[src/iss_pkg.sv]
// Shared types for the integer set sorter: sequencer states, write-data
// selection codes and the memory control bundle. No dependencies.
package iss_pkg;

   // Width of one element of the set.
   localparam int unsigned DataWidth = 32;

   // Sequencer states.
   typedef enum logic [2:0] {
      ST_LOAD,
      ST_START,
      ST_FIRST,
      ST_STEP,
      ST_TAIL,
      ST_EMIT_READ,
      ST_SHOW
   } state_type;

   // Source of the data written into the element memory.
   typedef enum logic [1:0] {
      WSEL_REQ,
      WSEL_LOW,
      WSEL_HOLD
   } wsel_type;

   // Control bundle from the sequencer to the element memory.
   typedef struct packed {
      logic     rd_en;
      logic     wr_en;
      wsel_type wr_sel;
   } mem_ctl_type;

endpackage

[src/iss_if.sv]
// Valid/ready channel interfaces for the request and response sides.
// Depends on iss_pkg for the element width.
interface iss_req_if import iss_pkg::*; ();
   logic                        valid;
   logic                        ready;
   logic signed [DataWidth-1:0] value;
   logic                        is_last;

   modport source (output valid, output value, output is_last, input ready);
   modport sink (input valid, input value, input is_last, output ready);
endinterface

interface iss_rsp_if import iss_pkg::*; ();
   logic                        valid;
   logic                        ready;
   logic signed [DataWidth-1:0] sorted_value;
   logic                        is_final;
   logic                        overflow;

   modport source (output valid, output sorted_value, output is_final, output overflow,
                   input ready);
   modport sink (input valid, input sorted_value, input is_final, input overflow,
                 output ready);
endinterface

[src/iss_cmp_unit.sv]
// Shared compare-and-exchange unit: orders two signed elements.
// Depends on iss_pkg for the element width.
module iss_cmp_unit import iss_pkg::*; (
   input  logic signed [DataWidth-1:0] a,
   input  logic signed [DataWidth-1:0] b,
   output logic                        a_gt_b,
   output logic signed [DataWidth-1:0] low,
   output logic signed [DataWidth-1:0] high
);

   // One signed compare selects the smaller and the larger operand.
   always_comb begin
      a_gt_b = (a > b);
      low    = a_gt_b ? b : a;
      high   = a_gt_b ? a : b;
   end

endmodule

[src/iss_ctrl.sv]
// Sequencer of the integer set sorter: load, bubble passes and emission.
// Depends on iss_pkg; drives the element memory held in the top level.
module iss_ctrl import iss_pkg::*; #(
   parameter int unsigned MAX_ELEMENTS = 16,
   localparam int unsigned AW = (MAX_ELEMENTS > 1) ? $clog2(MAX_ELEMENTS) : 1,
   localparam int unsigned CW = $clog2(MAX_ELEMENTS + 1)
) (
   input  logic                        clock,
   input  logic                        reset,
   input  logic                        req_valid,
   input  logic                        req_is_last,
   output logic                        req_ready,
   input  logic                        rsp_ready,
   output logic                        rsp_valid,
   output logic                        rsp_is_final,
   output logic                        rsp_overflow,
   input  logic                        cmp_gt,
   input  logic signed [DataWidth-1:0] cmp_high,
   input  logic signed [DataWidth-1:0] rdata,
   output logic signed [DataWidth-1:0] hold,
   output mem_ctl_type                 mem_ctl,
   output logic [AW-1:0]               rd_addr,
   output logic [AW-1:0]               wr_addr
);

   state_type                   state_ff, state_in;
   logic [CW-1:0]               cnt_ff, cnt_in;
   logic [AW-1:0]               idx_ff, idx_in;
   logic signed [DataWidth-1:0] hold_ff, hold_in;
   logic                        swapped_ff, swapped_in;
   logic                        dropped_ff, dropped_in;
   logic [CW-1:0]               cnt_m1;
   logic [AW-1:0]               last_idx;
   logic                        full;
   logic                        req_acc;
   logic                        rsp_acc;

   assign cnt_m1   = cnt_ff - CW'(1);
   assign last_idx = cnt_m1[AW-1:0];
   assign full     = (cnt_ff == CW'(MAX_ELEMENTS));

   assign req_ready    = (state_ff == ST_LOAD);
   assign req_acc      = req_valid && req_ready;
   assign rsp_valid    = (state_ff == ST_SHOW);
   assign rsp_acc      = rsp_valid && rsp_ready;
   assign rsp_is_final = (idx_ff == last_idx);
   assign rsp_overflow = dropped_ff;
   assign hold         = hold_ff;

   // State and control registers.
   always_ff @(posedge clock) begin
      if (reset) begin
         state_ff   <= ST_LOAD;
         cnt_ff     <= '0;
         dropped_ff <= 1'b0;
         swapped_ff <= 1'b0;
         idx_ff     <= '0;
      end else begin
         state_ff   <= state_in;
         cnt_ff     <= cnt_in;
         dropped_ff <= dropped_in;
         swapped_ff <= swapped_in;
         idx_ff     <= idx_in;
      end
   end

   // The held element of a bubble pass needs no reset.
   always_ff @(posedge clock) begin
      hold_ff <= hold_in;
   end

   // Next state and memory control.
   always_comb begin
      state_in       = state_ff;
      cnt_in         = cnt_ff;
      idx_in         = idx_ff;
      hold_in        = hold_ff;
      swapped_in     = swapped_ff;
      dropped_in     = dropped_ff;
      mem_ctl.rd_en  = 1'b0;
      mem_ctl.wr_en  = 1'b0;
      mem_ctl.wr_sel = WSEL_REQ;
      rd_addr        = idx_ff;
      wr_addr        = cnt_ff[AW-1:0];
      case (state_ff)
         ST_LOAD: begin
            if (req_acc) begin
               if (full) begin
                  dropped_in = 1'b1;
               end else begin
                  mem_ctl.wr_en = 1'b1;
                  cnt_in        = cnt_ff + CW'(1);
               end
               if (req_is_last) begin
                  idx_in = '0;
                  // A single element is already in order.
                  state_in = (cnt_ff == '0) ? ST_EMIT_READ : ST_START;
               end
            end
         end
         ST_START: begin
            mem_ctl.rd_en = 1'b1;
            rd_addr       = '0;
            state_in      = ST_FIRST;
         end
         ST_FIRST: begin
            // The first element of a pass becomes the carried maximum.
            hold_in       = rdata;
            swapped_in    = 1'b0;
            mem_ctl.rd_en = 1'b1;
            rd_addr       = AW'(1);
            idx_in        = AW'(1);
            state_in      = ST_STEP;
         end
         ST_STEP: begin
            // Write the smaller of the pair back one place lower, carry the larger.
            mem_ctl.wr_en  = 1'b1;
            mem_ctl.wr_sel = WSEL_LOW;
            wr_addr        = idx_ff - AW'(1);
            hold_in        = cmp_high;
            swapped_in     = swapped_ff || cmp_gt;
            if (idx_ff == last_idx) begin
               state_in = ST_TAIL;
            end else begin
               mem_ctl.rd_en = 1'b1;
               rd_addr       = idx_ff + AW'(1);
               idx_in        = idx_ff + AW'(1);
            end
         end
         ST_TAIL: begin
            // The pass maximum lands at the top; repeat while anything moved.
            mem_ctl.wr_en  = 1'b1;
            mem_ctl.wr_sel = WSEL_HOLD;
            wr_addr        = last_idx;
            if (swapped_ff) begin
               mem_ctl.rd_en = 1'b1;
               rd_addr       = '0;
               state_in      = ST_FIRST;
            end else begin
               idx_in   = '0;
               state_in = ST_EMIT_READ;
            end
         end
         ST_EMIT_READ: begin
            mem_ctl.rd_en = 1'b1;
            rd_addr       = idx_ff;
            state_in      = ST_SHOW;
         end
         ST_SHOW: begin
            if (rsp_acc) begin
               if (rsp_is_final) begin
                  cnt_in     = '0;
                  dropped_in = 1'b0;
                  state_in   = ST_LOAD;
               end else begin
                  mem_ctl.rd_en = 1'b1;
                  rd_addr       = idx_ff + AW'(1);
                  idx_in        = idx_ff + AW'(1);
               end
            end
         end
         default: begin
            state_in = ST_LOAD;
         end
      endcase
   end

   // The emit index never runs past the held elements.
   a_emit_idx: assert property (@(posedge clock) disable iff (reset)
      (state_ff == ST_SHOW) |-> (idx_ff <= last_idx))
      else $error("emit index beyond held elements");

   // A response is only shown for a non-empty set.
   a_rsp_nonempty: assert property (@(posedge clock) disable iff (reset)
      rsp_valid |-> (cnt_ff != '0))
      else $error("response with empty set");

   // The final response empties the set and clears the drop mark.
   a_final_clears: assert property (@(posedge clock) disable iff (reset)
      (rsp_acc && rsp_is_final) |=> ((cnt_ff == '0) && !dropped_ff))
      else $error("set not cleared after final response");

   // A request taken with room left grows the set by one.
   a_load_count: assert property (@(posedge clock) disable iff (reset)
      (req_acc && !full) |=> (cnt_ff == $past(cnt_ff) + CW'(1)))
      else $error("element count did not advance");

endmodule

[src/integer_set_sorter.sv]
// Top level of the integer set sorter: element memory, shared compare unit
// and sequencer. Depends on iss_pkg, iss_if, iss_cmp_unit and iss_ctrl.
//
//   Channel  Dir  Payload                                  Transfer
//   req      in   value[31:0] signed, is_last              valid && ready
//   rsp      out  sorted_value[31:0] signed, is_final,     valid && ready
//                 overflow
//
// Loading takes one cycle per request; ready is low from the closing request
// until the final response is taken. Sorting uses bubble passes through one
// comparator and one memory read and write port, at most n passes (stopping
// after a pass without exchanges), after a start state. Emission reads the
// first element, then gives one response per cycle while rsp.ready is high;
// a stall holds the response. Reset is synchronous and needs no clearing
// pass; a set of one element skips the sort.
module integer_set_sorter import iss_pkg::*; #(
   parameter int unsigned MAX_ELEMENTS = 16
) (
   input  logic          clock,
   input  logic          reset,
   iss_req_if.sink       req,
   iss_rsp_if.source     rsp
);

   localparam int unsigned AW = (MAX_ELEMENTS > 1) ? $clog2(MAX_ELEMENTS) : 1;

   logic signed [DataWidth-1:0] store_mem [MAX_ELEMENTS];
   logic signed [DataWidth-1:0] rdata_ff;
   logic signed [DataWidth-1:0] hold;
   logic signed [DataWidth-1:0] cmp_low;
   logic signed [DataWidth-1:0] cmp_high;
   logic signed [DataWidth-1:0] wr_data;
   logic                        cmp_gt;
   mem_ctl_type                 mem_ctl;
   logic [AW-1:0]               rd_addr;
   logic [AW-1:0]               wr_addr;

   // Carried maximum against the element just read.
   iss_cmp_unit u_cmp (
      .a      (hold),
      .b      (rdata_ff),
      .a_gt_b (cmp_gt),
      .low    (cmp_low),
      .high   (cmp_high)
   );

   iss_ctrl #(
      .MAX_ELEMENTS (MAX_ELEMENTS)
   ) u_ctrl (
      .clock        (clock),
      .reset        (reset),
      .req_valid    (req.valid),
      .req_is_last  (req.is_last),
      .req_ready    (req.ready),
      .rsp_ready    (rsp.ready),
      .rsp_valid    (rsp.valid),
      .rsp_is_final (rsp.is_final),
      .rsp_overflow (rsp.overflow),
      .cmp_gt       (cmp_gt),
      .cmp_high     (cmp_high),
      .rdata        (rdata_ff),
      .hold         (hold),
      .mem_ctl      (mem_ctl),
      .rd_addr      (rd_addr),
      .wr_addr      (wr_addr)
   );

   // Write data: an arriving element, the lower of a pair, or the pass maximum.
   always_comb begin
      case (mem_ctl.wr_sel)
         WSEL_REQ:  wr_data = req.value;
         WSEL_LOW:  wr_data = cmp_low;
         WSEL_HOLD: wr_data = hold;
         default:   wr_data = req.value;
      endcase
   end

   // Element memory with one write port and one registered read port.
   always_ff @(posedge clock) begin
      if (mem_ctl.wr_en) begin
         store_mem[wr_addr] <= wr_data;
      end
      if (mem_ctl.rd_en) begin
         rdata_ff <= store_mem[rd_addr];
      end
   end

   // The read register doubles as the response data register.
   assign rsp.sorted_value = rdata_ff;

endmodule

[src/flat_wrapper.sv]
// flat-port wrapper written by rule: the top's interface ports become plain ports
module integer_set_sorter_flat import iss_pkg::*;
#(
   parameter int unsigned MAX_ELEMENTS = 16
)
  (clock, reset, req_valid, req_value, req_is_last, req_ready, rsp_valid, rsp_sorted_value, rsp_is_final, rsp_overflow, rsp_ready);
  iss_req_if req_i ();
  iss_rsp_if rsp_i ();
  input  logic clock;
  input  logic reset;
  input wire logic [$bits(req_i.valid)-1:0] req_valid;
  input wire logic [$bits(req_i.value)-1:0] req_value;
  input wire logic [$bits(req_i.is_last)-1:0] req_is_last;
  output wire logic [$bits(req_i.ready)-1:0] req_ready;
  output wire logic [$bits(rsp_i.valid)-1:0] rsp_valid;
  output wire logic [$bits(rsp_i.sorted_value)-1:0] rsp_sorted_value;
  output wire logic [$bits(rsp_i.is_final)-1:0] rsp_is_final;
  output wire logic [$bits(rsp_i.overflow)-1:0] rsp_overflow;
  input wire logic [$bits(rsp_i.ready)-1:0] rsp_ready;
  assign req_i.valid = req_valid;
  assign req_i.value = req_value;
  assign req_i.is_last = req_is_last;
  assign req_ready = req_i.ready;
  assign rsp_valid = rsp_i.valid;
  assign rsp_sorted_value = rsp_i.sorted_value;
  assign rsp_is_final = rsp_i.is_final;
  assign rsp_overflow = rsp_i.overflow;
  assign rsp_i.ready = rsp_ready;
  integer_set_sorter #(.MAX_ELEMENTS(MAX_ELEMENTS)) u_core (.clock(clock), .reset(reset), .req(req_i), .rsp(rsp_i));
endmodule
[config.mk]
export PLATFORM = sky130hd
export DESIGN_NAME = integer_set_sorter_flat
export DESIGN_NICKNAME = d
export VERILOG_FILES = /design/src/iss_pkg.sv /design/src/iss_if.sv /design/src/iss_cmp_unit.sv /design/src/iss_ctrl.sv /design/src/integer_set_sorter.sv /design/src/flat_wrapper.sv
export SDC_FILE = /design/constraint.sdc
export NUM_CORES = 1
export LEC_CHECK = 0
export BUFFER_PORTS_ARGS = -buffer_cell sky130_fd_sc_hd__buf_2
export CAP_MARGIN = 5
export CORE_ASPECT_RATIO = 1.4
export CORE_MARGIN = 5
export CORE_UTILIZATION = 30
export DETAILED_ROUTE_END_ITERATION = 10
export PLACE_DENSITY = 0.46
export RECOVER_POWER = 100
export SYNTH_ARGS = -nofsm -noshare
export SYNTH_HDL_FRONTEND = slang
export SYNTH_SLANG_ARGS = --single-unit
[constraint.sdc]
create_clock -name clock -period 4.62 [get_ports clock]
set_input_delay 0.924 -clock clock [delete_from_list [all_inputs] [get_ports clock]]
set_output_delay 0.924 -clock clock [all_outputs]
set_load 0.005 [all_outputs]
==> parameters.txt <==
Parameter                              Value

Run status
  Run status    finished with violations
  Failing checks    max-capacitance violations, max-slew violations

Global routing
  Maximum number of pins on one net before global-route repair    89
  Global route total overflow    0
  GRT Total Usage    0.161
  Initial antenna violation count    3
  Wire length of the first global-routing pass    107000 microns
  Vias in the first global route    15564

Setup path
  R2R depth    12
  Logic depth of the worst path, buffers included    12
  Largest driver fanout on the critical path    88
  Crit path arrival time    4700 ps
  Worst Path Class, Setup    reg -> reg
  Element type at the critical path end    register
  Crit start category    register
  Worst setup path startpoint    u_core.u_ctrl.cnt_ff[0]
  FF-to-FF setup slack    250 ps
  Chain of cells forming the critical path    inv_1 -> ha_1 -> xnor2_1 -> nor3_1 -> nand2_1 -> nand4_1 -> a21oi_1 -> o21bai_4 -> clkbuf_4 -> a311oi_1 -> a211oi_1 -> a21oi_1
  Number of buffers and inverters on the critical path    2
  Slowest stage cell, crit path    sky130_fd_sc_hd__clkbuf_4
  Destination of the critical timing path    u_core.rsp.sorted_value[16]
  Source of the worst register-to-register timing path    u_core.u_ctrl.cnt_ff[0]
  Max stage delay on crit path    950 ps
  Largest delay share family, worst path    buffers and inverters
  Critical Path Most Common Cell    sky130_fd_sc_hd__a21oi_1
  Required time worst endpoint    4950 ps
  FF-to-FF End    u_core.rsp.sorted_value[16]

Placed design
  Routability Congestion    0.804
  Area after DPL    26900 sq um
  Final HPWL DP    40500 microns
  Port buffer count    72

Layout
  Layout Nets    1949
  Number of fill cells    8085
  Share of layout cells above drive strength 1    0.0965
  Footprint of the multi-input gates    6640 sq um
  Register area    17600 sq um
  Fin area    28300 sq um
  Relative area change from synthesis to final layout    13.8%

STA
  Final Cycle Share    0.945
  Timing-limited maximum frequency    0.229 GHz
  Tmin final    4370 ps
  Clock tree skew after final layout    11.1 ps
  Setup Viol. Count Final    0
  Hold slack    480 ps
  Worst-Margin Slew    1710 ps
  RSZ-0062 raised after global routing    no
  Final-report max-slew violation count    306
  Hold Vio Cnt, Final    0
  Setup_tns    0 ps
  Relative slew slack    -0.138

Synth
  Post-synth net total    1899
  Post-synthesis cell type count    47
  Number of enable flip-flop cells after synthesis    576
  Combined area of all synthesized cells    24900 sq um
  Syn_area_per_cell    13.6 sq um
  Synth async-reset ratio    0
  Post-synthesis sequential element count    590
  Number of warnings printed during yosys synthesis    0
  Portion of the post-synthesis area used by sequential elements    0.707
  Post-synth top flop    sky130_fd_sc_hd__edfxtp_1
  Synthesized instance count    1825

Clock tree
  Worst-Skew Late Latency    620 ps
  Post-CTS setup buffer count    0
  Clock tree from TritonCTS    built
  Clock Tree Root    sky130_fd_sc_hd__clkbuf_16
  Max H-tree Level    2
  Clock buffers created by TritonCTS    57
  CTS clk-pin slew, worst paths    60 ps
  Longest Clk Path Bufs    3
  CTS sink count    590

Worst hold path
  Worst min-delay path category    reg -> reg

Detailed routing
  Overall via count from detail_route    15605
  First-pass iteration count of the detailed router    5
  Routed Wire Length    73400 microns
  Count of nets left with antenna violations after detail routing    0
  Iter 0 DRT Violations    1136
  Detailed-route DRC error count    0
  Routed wirelength normalized by instance count    24.5 microns
  DR vias/cell    5.21

Run
  Count of max-cap constraint violations    10

Die
  Die outline area    88800 sq um
  Placement Rows    125
  Width of the die    253 microns
  Height of the chip    351 microns
  IO Count    73
  Initial core utilization    0.301
  Core outline area    82600 sq um

Pwr
  Total power divided by cell area    607 nW/um^2
  Worst ir drop on vdd    322 uV
  Leakage power figure    9.33 nW
  Total power    0.0172 W
[timing repair]
action,in CTS,in global routing
hold buffers,0,0
resized for setup,0,1
endpoints found under the setup margin,0,16
[stage by stage]
step | utilization | instances | setup WS (ps)
floorplan | - | 1825 | 488
detailed placement | 0.325 | 2895 | 327
global route | 0.343 | 2997 | 14.7
global placement | 0.325 | 2895 | 351
finish | 0.343 | 2998 | 252
CTS | 0.346 | 2997 | 282
[state kept, by name, indices dropped and copies added, names as in the netlist]
register	flops
u_core.u_ctrl.state_ff	3
u_core.u_ctrl.cnt_ff	5
u_core.u_ctrl.hold	32
u_core.u_ctrl.swapped_ff	1
u_core.rsp.sorted_value	32
u_core.u_ctrl.rsp_overflow	1
u_core.store_mem	512
u_core.u_ctrl.idx_ff	4
[synth_stat cells, types with 4 or more instances]
| library cell | count | area share |
|---|---|---|
| sky130_fd_sc_hd__and3_1 | 33 | 0.0083 |
| sky130_fd_sc_hd__nand2b_1 | 6 | 0.0015 |
| sky130_fd_sc_hd__buf_4 | 11 | 0.0033 |
| sky130_fd_sc_hd__a211oi_1 | 164 | 0.050 |
| sky130_fd_sc_hd__a221o_1 | 33 | 0.013 |
| sky130_fd_sc_hd__buf_2 | 55 | 0.011 |
| sky130_fd_sc_hd__buf_6 | 4 | 0.0018 |
| sky130_fd_sc_hd__nand3_1 | 4 | 0.00080 |
| sky130_fd_sc_hd__nand2_1 | 282 | 0.043 |
| sky130_fd_sc_hd__o21a_1 | 4 | 0.0012 |
| sky130_fd_sc_hd__nor2_1 | 42 | 0.0063 |
| sky130_fd_sc_hd__edfxtp_1 | 576 | 0.70 |
| sky130_fd_sc_hd__nand4_1 | 11 | 0.0028 |
| sky130_fd_sc_hd__a21oi_1 | 93 | 0.019 |
| sky130_fd_sc_hd__a31oi_1 | 70 | 0.018 |
| sky130_fd_sc_hd__dfxtp_1 | 14 | 0.011 |
| sky130_fd_sc_hd__and2_0 | 11 | 0.0028 |
| sky130_fd_sc_hd__clkbuf_1 | 54 | 0.0081 |
| sky130_fd_sc_hd__a311oi_1 | 64 | 0.023 |
| sky130_fd_sc_hd__o211ai_1 | 4 | 0.0012 |
| sky130_fd_sc_hd__xor2_1 | 5 | 0.0018 |
| sky130_fd_sc_hd__ha_1 | 37 | 0.019 |
| sky130_fd_sc_hd__xnor2_1 | 6 | 0.0021 |
| sky130_fd_sc_hd__inv_1 | 44 | 0.0066 |
| sky130_fd_sc_hd__nor3_1 | 10 | 0.0020 |
| sky130_fd_sc_hd__o21ai_0 | 21 | 0.0042 |
| sky130_fd_sc_hd__buf_1 | 8 | 0.0012 |
| sky130_fd_sc_hd__a21o_1 | 7 | 0.0021 |
| sky130_fd_sc_hd__o22ai_1 | 5 | 0.0013 |
| sky130_fd_sc_hd__and2_1 | 120 | 0.030 |
[logic make-up after synthesis]
| group | count (synthesis) | share of synthesized area |
|---|---|---|
| DFF | 590 | 0.707 |
| buffers and inverters | 177 | 0.0324 |
| xor gates and xnor gates | 12 | 0.00483 |
| and+or+nand+nor | 532 | 0.101 |
| AOI/OAI and AO/OA | 476 | 0.136 |
| adders and majority gates | 37 | 0.0186 |
| muxes | 1 | 0.000402 |
[metal layers]
layer	vias up	GRT usage	part of all wire
met5	-	0	0.00037
met4	4	0.0462	0.024
met3	107	0.0278	0.051
met2	407	0.283	0.51
met1	7978	0.205	0.42
li1	7109	-	-
[worst min-delay path, delay by kind of cell (launching register included)]
kind | cells | cell delay, ps
flops | 1 | 330
compound gates | 1 | 40
simple gates | 1 | 70
[final cells by class]
type,count,area share
inverter,44,0.00584
sequential,590,0.621
timing repair buffer,124,0.0296
clock buffer,70,0.0529
tap,1079,0.0477
clock inverter,32,0.00831
antenna,1,0.0000884
multi-input combinational,1058,0.235
[worst min path at each step]
stage                     cells after the start                  startpoint  slack (ps)                    endpoint
after global placement                        2  u_core.u_ctrl.rsp_overflow         450  u_core.u_ctrl.rsp_overflow
final                                         2  u_core.u_ctrl.rsp_overflow         480  u_core.u_ctrl.rsp_overflow
after global routing                          2  u_core.u_ctrl.rsp_overflow         500  u_core.u_ctrl.rsp_overflow
after detailed placement                      2  u_core.u_ctrl.rsp_overflow         470  u_core.u_ctrl.rsp_overflow
after CTS                                     2  u_core.u_ctrl.rsp_overflow         490  u_core.u_ctrl.rsp_overflow
after floorplan                               2  u_core.u_ctrl.rsp_overflow         460  u_core.u_ctrl.rsp_overflow
[placed cells by master, fill, tap and decap left out, types with 37 or more instances in the layout]
cell / count
sky130_fd_sc_hd__inv_1: 44
sky130_fd_sc_hd__a311oi_1: 64
sky130_fd_sc_hd__ha_1: 37
sky130_fd_sc_hd__a21oi_1: 93
sky130_fd_sc_hd__clkbuf_1: 45
sky130_fd_sc_hd__edfxtp_1: 576
sky130_fd_sc_hd__clkbuf_16: 58
sky130_fd_sc_hd__buf_2: 45
sky130_fd_sc_hd__nand2_1: 281
sky130_fd_sc_hd__and2_1: 119
sky130_fd_sc_hd__a31oi_1: 70
sky130_fd_sc_hd__a211oi_1: 164
[power breakdown]
group | internal [W] | switching [W] | total, W
logic | 0.00119 | 0.00332 | 0.00452
registers | 0.00776 | 0.000486 | 0.00824
clock network | 0.00245 | 0.00198 | 0.00443
total | 0.0114 | 0.00579 | 0.0172
Note: power is estimated with default switching activity, not from simulation.
